<file path="config.mk">
export PLATFORM = sky130hd
export DESIGN_NAME = dbis_iou
export DESIGN_NICKNAME = d
export VERILOG_FILES = /design/src/rtl/dbis_pkg.sv /design/src/rtl/dbis_iou.sv
export SDC_FILE = /design/constraint.sdc
export NUM_CORES = 2
export LEC_CHECK = 0
export CORE_UTILIZATION = 53
export DETAILED_ROUTE_END_ITERATION = 10
export DONT_BUFFER_PORTS = 1
export MAX_ROUTING_LAYER = met4
export PLACE_DENSITY = 0.71
export SETUP_SLACK_MARGIN = 0.3
export SKIP_LAST_GASP = 1
export SYNTH_ARGS = -nofsm -noshare
export SYNTH_HDL_FRONTEND = slang
export SYNTH_SLANG_ARGS = --single-unit
</file>
<file path="constraint.sdc">
create_clock -name clk_i -period 6 [get_ports clk_i]
set_clock_uncertainty 0.05 [all_clocks]
set_input_delay 0.9 -clock clk_i [delete_from_list [all_inputs] [get_ports clk_i]]
set_output_delay 0.9 -clock clk_i [all_outputs]
set_load 0.02 [all_outputs]
</file>
<file path="src/rtl/dbis_pkg.sv">
// ----------------------------------------------------------------------------
// dbis_pkg
// Types, constants and helper functions of the box suppression block.
// ----------------------------------------------------------------------------
`timescale 1ns / 1ps
`default_nettype none

package dbis_pkg;

  localparam logic [15:0] ThrReset = 16'd29491;

  typedef struct packed {
    logic        [9:0]  cls;
    logic        [15:0] score;
    logic signed [15:0] bottom;
    logic signed [15:0] right;
    logic signed [15:0] top;
    logic signed [15:0] left;
  } dbis_entry_t;

  typedef struct packed {
    logic valid;
    logic hit;
  } dbis_res_t;

  typedef enum logic [2:0] {
    ST_IDLE,
    ST_PREP,
    ST_SCAN,
    ST_WRITE,
    ST_SEL,
    ST_SEND
  } dbis_state_e;

  // Exact 17-bit signed difference a - b.
  function automatic logic signed [16:0] sub17(input logic signed [15:0] a,
                                               input logic signed [15:0] b);
    return $signed({a[15], a}) - $signed({b[15], b});
  endfunction

  // Raise to lo, then cap at hi (hi wins when lo > hi).
  function automatic logic signed [15:0] clamp16(input logic signed [15:0] v,
                                                 input logic signed [15:0] lo,
                                                 input logic signed [15:0] hi);
    logic signed [15:0] r;
    r = (v < lo) ? lo : v;
    r = (r > hi) ? hi : r;
    return r;
  endfunction

  function automatic logic signed [35:0] sx36(input logic signed [33:0] v);
    return $signed({{2{v[33]}}, v});
  endfunction

endpackage

`default_nettype wire

</file>
<file path="src/rtl/dbis_iou.sv">
// ----------------------------------------------------------------------------
// dbis_iou
// Four-stage overlap test of the candidate against one stored entry a cycle.
// ----------------------------------------------------------------------------
`timescale 1ns / 1ps
`default_nettype none

module dbis_iou #(
  parameter int IdxW = 6
) (
  input  wire                       clk_i,
  input  wire                       rst_ni,
  input  wire                       flush_i,
  input  wire                       prep_i,
  input  wire  [15:0]               thr_i,
  input  dbis_pkg::dbis_entry_t     cand_i,
  input  wire                       in_valid_i,
  input  wire  [IdxW-1:0]           in_slot_i,
  input  dbis_pkg::dbis_entry_t     entry_i,
  output dbis_pkg::dbis_res_t       res_o,
  output logic [IdxW-1:0]           res_slot_o,
  output logic [15:0]               res_score_o
);
  import dbis_pkg::*;

  logic signed [33:0] area_a_q;
  logic [3:0]         v_q;
  logic [IdxW-1:0]    slot0_q, slot1_q, slot2_q, slot3_q;
  logic [15:0]        score0_q, score1_q, score2_q, score3_q;
  logic               match0_q, match1_q, match2_q, match3_q;
  logic signed [16:0] bw0_q, bh0_q, iw0_q, ih0_q;
  logic signed [33:0] area_b1_q, inter1_q, inter2_q, inter3_q;
  logic signed [35:0] uni2_q;
  logic signed [52:0] prod3_q;
  logic               pos3_q;
  logic signed [52:0] lhs;

  always_ff @(posedge clk_i or negedge rst_ni) begin
    if (!rst_ni) begin
      v_q <= '0;
    end else if (flush_i) begin
      v_q <= '0;
    end else begin
      v_q <= {v_q[2:0], in_valid_i};
    end
  end

  always_ff @(posedge clk_i) begin
    if (prep_i) begin
      area_a_q <= sub17(cand_i.right, cand_i.left) * sub17(cand_i.bottom, cand_i.top);
    end
    // stage 0: spans and clamped intersection edges
    slot0_q  <= in_slot_i;
    score0_q <= entry_i.score;
    match0_q <= (entry_i.cls == cand_i.cls);
    bw0_q    <= sub17(entry_i.right, entry_i.left);
    bh0_q    <= sub17(entry_i.bottom, entry_i.top);
    iw0_q    <= sub17(clamp16(cand_i.right, entry_i.left, entry_i.right),
                      clamp16(cand_i.left, entry_i.left, entry_i.right));
    ih0_q    <= sub17(clamp16(cand_i.bottom, entry_i.top, entry_i.bottom),
                      clamp16(cand_i.top, entry_i.top, entry_i.bottom));
    // stage 1: areas
    slot1_q   <= slot0_q;
    score1_q  <= score0_q;
    match1_q  <= match0_q;
    area_b1_q <= bw0_q * bh0_q;
    inter1_q  <= iw0_q * ih0_q;
    // stage 2: union
    slot2_q  <= slot1_q;
    score2_q <= score1_q;
    match2_q <= match1_q;
    uni2_q   <= sx36(area_a_q) + sx36(area_b1_q) - sx36(inter1_q);
    inter2_q <= inter1_q;
    // stage 3: threshold times union
    slot3_q  <= slot2_q;
    score3_q <= score2_q;
    match3_q <= match2_q;
    prod3_q  <= $signed({1'b0, thr_i}) * uni2_q;
    pos3_q   <= (uni2_q > 36'sd0);
    inter3_q <= inter2_q;
  end

  assign lhs         = $signed({{3{inter3_q[33]}}, inter3_q, 16'b0});
  assign res_o.valid = v_q[3];
  assign res_o.hit   = match3_q && pos3_q && (lhs >= prod3_q);
  assign res_slot_o  = slot3_q;
  assign res_score_o = score3_q;

endmodule

`default_nettype wire

</file>
## After elaboration in Yosys (flattened, before gate mapping)

Index checks and enable logic that the tools add are counted.

| storage, ports and cells | value |
|---|---|
| bits in writable memories | 0 |
| bits in latches | 0 |
| register bits | 424 |
| bits in read-only memories | 0 |
| output and inout bits | 24 |
| bits of input ports | 207 |
| memories | 0 |
| logic and storage cells | 59 |

| operators by class | value |
|---|---|
| reductions and logical operators | 2 |
| bitwise operators | 0 |
| $mul | 4 |
| shift-type cells | 0 |
| $add $sub $neg | 8 |
| eq/ne operators | 1 |
| div/mod/pow operators | 0 |
| $lt $le $gt $ge | 10 |
| muxes and demuxes | 9 |

Operators with widths:

| operator | number |
|---|---|
| 16-bit 2-to-1 mux | 8 |
| 17-bit by 17-bit multiplier with 34-bit output | 3 |
| 16-bit by 16-bit subtractor with 17-bit output | 6 |
| 16-bit > comparator | 4 |
| 16-bit less-than comparator | 4 |
| 50-bit by 53-bit greater-or-equal comparator with 1-bit output | 1 |
| 17-bit by 36-bit multiplier with 53-bit output | 1 |
| 36-bit by 1-bit > comparator with 1-bit output, second input constant | 1 |
| 35-bit by 34-bit subtractor with 36-bit output | 1 |
| 34-bit by 34-bit adder with 35-bit output | 1 |
| 10-bit == test | 1 |
| 4-bit 2-to-1 mux | 1 |
| 1-bit logical AND | 2 |

## Longest topological paths before layout

| depth | value |
|---|---|
| depth after elaboration | 5 |
| mapped depth | 37 |
| depth with buffers taken out | 35 |

## Worst setup path before layout

No wires, ideal clock.

| timing | value |
|---|---|
| kind | input to register |
| from | input port cand_i[32] (netlist bit) |
| to | register area_a_q[33] (data pin) |
| slack | -3031 ps |
| cell stages on the path | 33 |
| buffers on the path | 0 |
| data required time | 5692 ps |
| arrival | 8723 ps |
| setup time | 258 ps |
| cell sequence | inv_1 ha_1 fa_1 nor2b_1 o21ai_0 a21boi_0 o21ai_1 a211oi_1 o311ai_1 a21boi_0 o21ai_1 a22oi_2 nor2_1 fa_1 inv_1 fa_1 inv_1 fa_1 fa_1 fa_1 inv_1 fa_1 inv_1 ha_1 nand3_1 or3_1 or2_2 o221ai_1 a21boi_1 a211oi_1 nor2_1 o31a_1 xnor2_1 |

| between the ends | value |
|---|---|
| longest elaborated chain between the ends | 2 |

Ends and longest elaborated chain:

| item | line | RTL |
|---|---|---|
| from (decl) | dbis_iou.sv:16 | `input dbis_pkg::dbis_entry_t cand_i,` |
| 16-bit by 16-bit subtractor with 17-bit output | dbis_pkg.sv:38 | `return $signed({a[15], a}) - $signed({b[15], b});` |
| 17-bit by 17-bit multiplier with 34-bit output | dbis_iou.sv:50 | `area_a_q <= sub17(cand_i.right, cand_i.left) * sub17(cand_i.bottom, cand_i.top);` |
| to (signal assigned) | dbis_iou.sv:50 |  |
| to (decl) | dbis_iou.sv:26 | `logic signed [33:0] area_a_q;` |

Every way passes these cells.
A chain may end at the register's enable or synchronous reset.

## Worst setup path in the final report

Ends and elaborated chain as after synthesis.

==> results.md <==
- Register clock-pin slew on the reported worst setup and hold paths: 0.06 ns
- RSZ-0062 raised after global routing: true
- Critical path data arrival time: 8.38 ns
- Final setup fails: 78
- Max-slew violations: 0
- Yosys top cell area share: 40.15%
- Final period util: 133.5%
- Worst-Skew Late Latency: 0.68 ns
- Vias in the first global route: 62.43k
- Global-route wire length before repair: 346,900 um
- 1st-pass router iterations: 6
- Rows: 136
- Ys async rst share: 0.9434%
- Slowest stage delay, CP: 0.54 ns
- Final hold violation count: 0
- Chip Height: 374.3 um
- Core area: 137,500 um2
- HP Start: entry_i[70]
- Fillers: 10.73k
- Sequential area share after synthesis: 12.05%
- Largest net degree at the start of global routing: 37
- Critical path's most frequent cell: fa_1
- Initial Util: 53.42%
- GPL Wtd Cong: 1.005
- Slew @ Worst Pin: 0.9864 ns
- Global route overflow: 0
- Crit path max-delay family: adder cells
- Failing checks: negative setup slack
- EDFF count, synth: 34
- RR Startpoint: uni2_q[11]$_DFF_P_
- Max-cap violations: 0
- Peak fanout along the critical path: 3
- Gate Count Post-Synth: 7,901
- Syn_area_per_cell: 9.295 um2
- DR vias: 56.99k
- Worst Setup SP: cand_i[32]
- Die area: 140,100 um2
- Main synth FF type: dfxtp_1
- PnR worst setup slack: -2.008 ns
- Layout cells sized above 1: 22.83%
- Die Span X: 374.3 um
- Synth area leader: fa_1
- Worst Setup Path Type: input port to register
- H-tree depth: 2
- Synthesized cell area: 73,440 um2
- DRC violations left: 0
- Average wire per standard cell: 20.10 um
- Yosys reg bits: 424
- # IOs: 231
- Sum of buffers and inverters on the critical path: 8
- Nets: 11.34k
- Tot GR Track Use: 32.72%
- Area contributors post-synth: fa_1 (40%), ha_1 (11%), dfxtp_1 (11%)
- Clk buf depth: 3
- IO buf count: 0
- Post-DP HPWL: 185,500 um
- WP data required: 6.37 ns
- Post-route ant nets: 0
- Relative max-transition margin: 33.73%
- Outcome: finished, violations left
- Slowest cell on crit path: fa_1
- Final WL: 217,800 um
- Clock sinks: 424
- DRT iter0 DRCs: 3,279
- CP startpoint kind: input port
- Initial antenna violation count: 11
- Area grow syn2layout: 23.82%
- Critical Path End Type: register
- CTS buffer count: 47
- Fmax: 0.1249 GHz
- Vias per cell: 5.258
- Distinct cells, synth: 83
- Worst slack at placement: -2.864 ns
- TritonCTS clock tree: built
- Mapped Nets: 10.25k
- Hold Crit Class: input port to register
- Tmin final: 8.008 ns
- Root Driver: clkbuf_16
- Synth warn: 0
cells in the mapped netlist (all sizes together), types with 19 or more instances:
cell,n
xor2,49
a21oi,216
nand2,921
mux2,62
o21bai,22
xnor2,211
mux2i,73
nand2b,92
dfxtp,386
or3,33
a21boi,27
ha,673
o21ai,134
nor2b,64
nor4,19
a21o,144
fa,1473
clkbuf,216
inv,1827
edfxtp,34
a211oi,31
o21a,46
nor3,57
nand3,55
nor2,279
and2,496
nand4,45
and3,26
per-layer routing:
| layer | vias to the layer above | track usage [%] | share of wire, % | wire length, um |
|---|---|---|---|---|
| met2 | 1731 | 53.94 | 48 | 105300 |
| met4 | 0 | 12.73 | 4.6 | 10120 |
| met3 | 367 | 5.939 | 6.6 | 14450 |
| met1 | 28727 | 39.89 | 40 | 87960 |
| met5 | - | - | 0 | 0 |
| li1 | 26161 | - | - | - |
metrics by stage:
stage / util, % / TNS [ns] / instances / hold slack, ns / instance area, um2
floorplan: - / -57.77 / 7901 / 0.2596 / 75060
global placement: 61.16 / -103.51 / 10494 / 0.2595 / 84090
detailed placement: 61.16 / -108.24 / 10494 / 0.2621 / 84090
CTS: 64.86 / -46.90 / 10750 / 0.1538 / 89180
global route: 66.14 / -73.01 / 10836 / 0.1618 / 90930
finish: 66.14 / -55.50 / 10838 / 0.1972 / 90940
path summary, 6_finish.rpt:
path	cells after the start	to	slack, ns
worst max-delay path	34	area_a_q[33]$_DFFE_PP_	-2.01
worst min-delay path	0	score0_q[6]$_DFF_P_	0.20
worst max register to register	22	prod3_q[38]$_DFF_P_	-0.30
worst min register to register	0	inter3_q[0]$_DFF_P_	0.28
max in group asynchronous	1	v_q[3]$_DFF_PN0_	5.26
min in group asynchronous	1	v_q[0]$_DFF_PN0_	0.48
cells in the final DEF, fill, tap and decap left out, types with 60 or more instances in the layout:
cell	synthesis	final
ha_1	673	596
fa_1	1473	1435
o21ai_0	123	68
ha_4	0	71
buf_4	1	1046
mux2i_1	73	60
xnor2_1	211	185
nor2_1	279	251
nand2b_1	92	86
and2_1	496	469
a21oi_2	0	61
buf_6	3	149
a21o_1	144	143
nand2_1	921	873
dfxtp_1	386	315
a21oi_1	215	142
inv_1	1827	1773
cells by family (layout without fill, tap and decap cells):
family	after synthesis	count (layout)	share of synthesized area [%]
and+or+nand+nor	2119	2119	13.83
DFF	424	424	12.05
xor gates and xnor gates	260	260	3.101
muxes	135	135	1.951
buffers and inverters	2060	3184	10.61
adders and majority gates	2146	2146	51.62
other	0	19	0
AOI/OAI and AO/OA	757	757	6.847
registers in the layout, summed over array words and instances, names as in the netlist, 16 cells and up:
signal,cells
bh0_q,17
ih0_q,17
score1_q,16
score0_q,16
inter3_q,34
score2_q,16
area_b1_q,34
iw0_q,17
uni2_q,36
prod3_q,53
inter1_q,34
bw0_q,17
area_a_q,34
inter2_q,34
res_score_o,16
final cells by class:
type / instances / area (um2) / area share (%)
multi-input combinational: 5417 / 60060 / 66.04
timing repair buffer: 1268 / 10930 / 12.02
sequential: 424 / 9037 / 9.938
inverter: 1828 / 6902 / 7.590
tap: 1794 / 2245 / 2.468
clock buffer: 60 / 1275 / 1.402
clock inverter: 28 / 439.2 / 0.4829
antenna: 19 / 47.55 / 0.05228
timing repair:
action	4_1_cts	5_1_grt
hold buffers	1	0
pin swaps	375	196
setup buffers	167	69
endpoints found under the setup margin	118	123
endpoints found under the hold margin	4	0
gates resized for setup	528	261
Power is not shown: default switching activity piles up to over one toggle a cycle in this logic, so the estimate is an artifact.
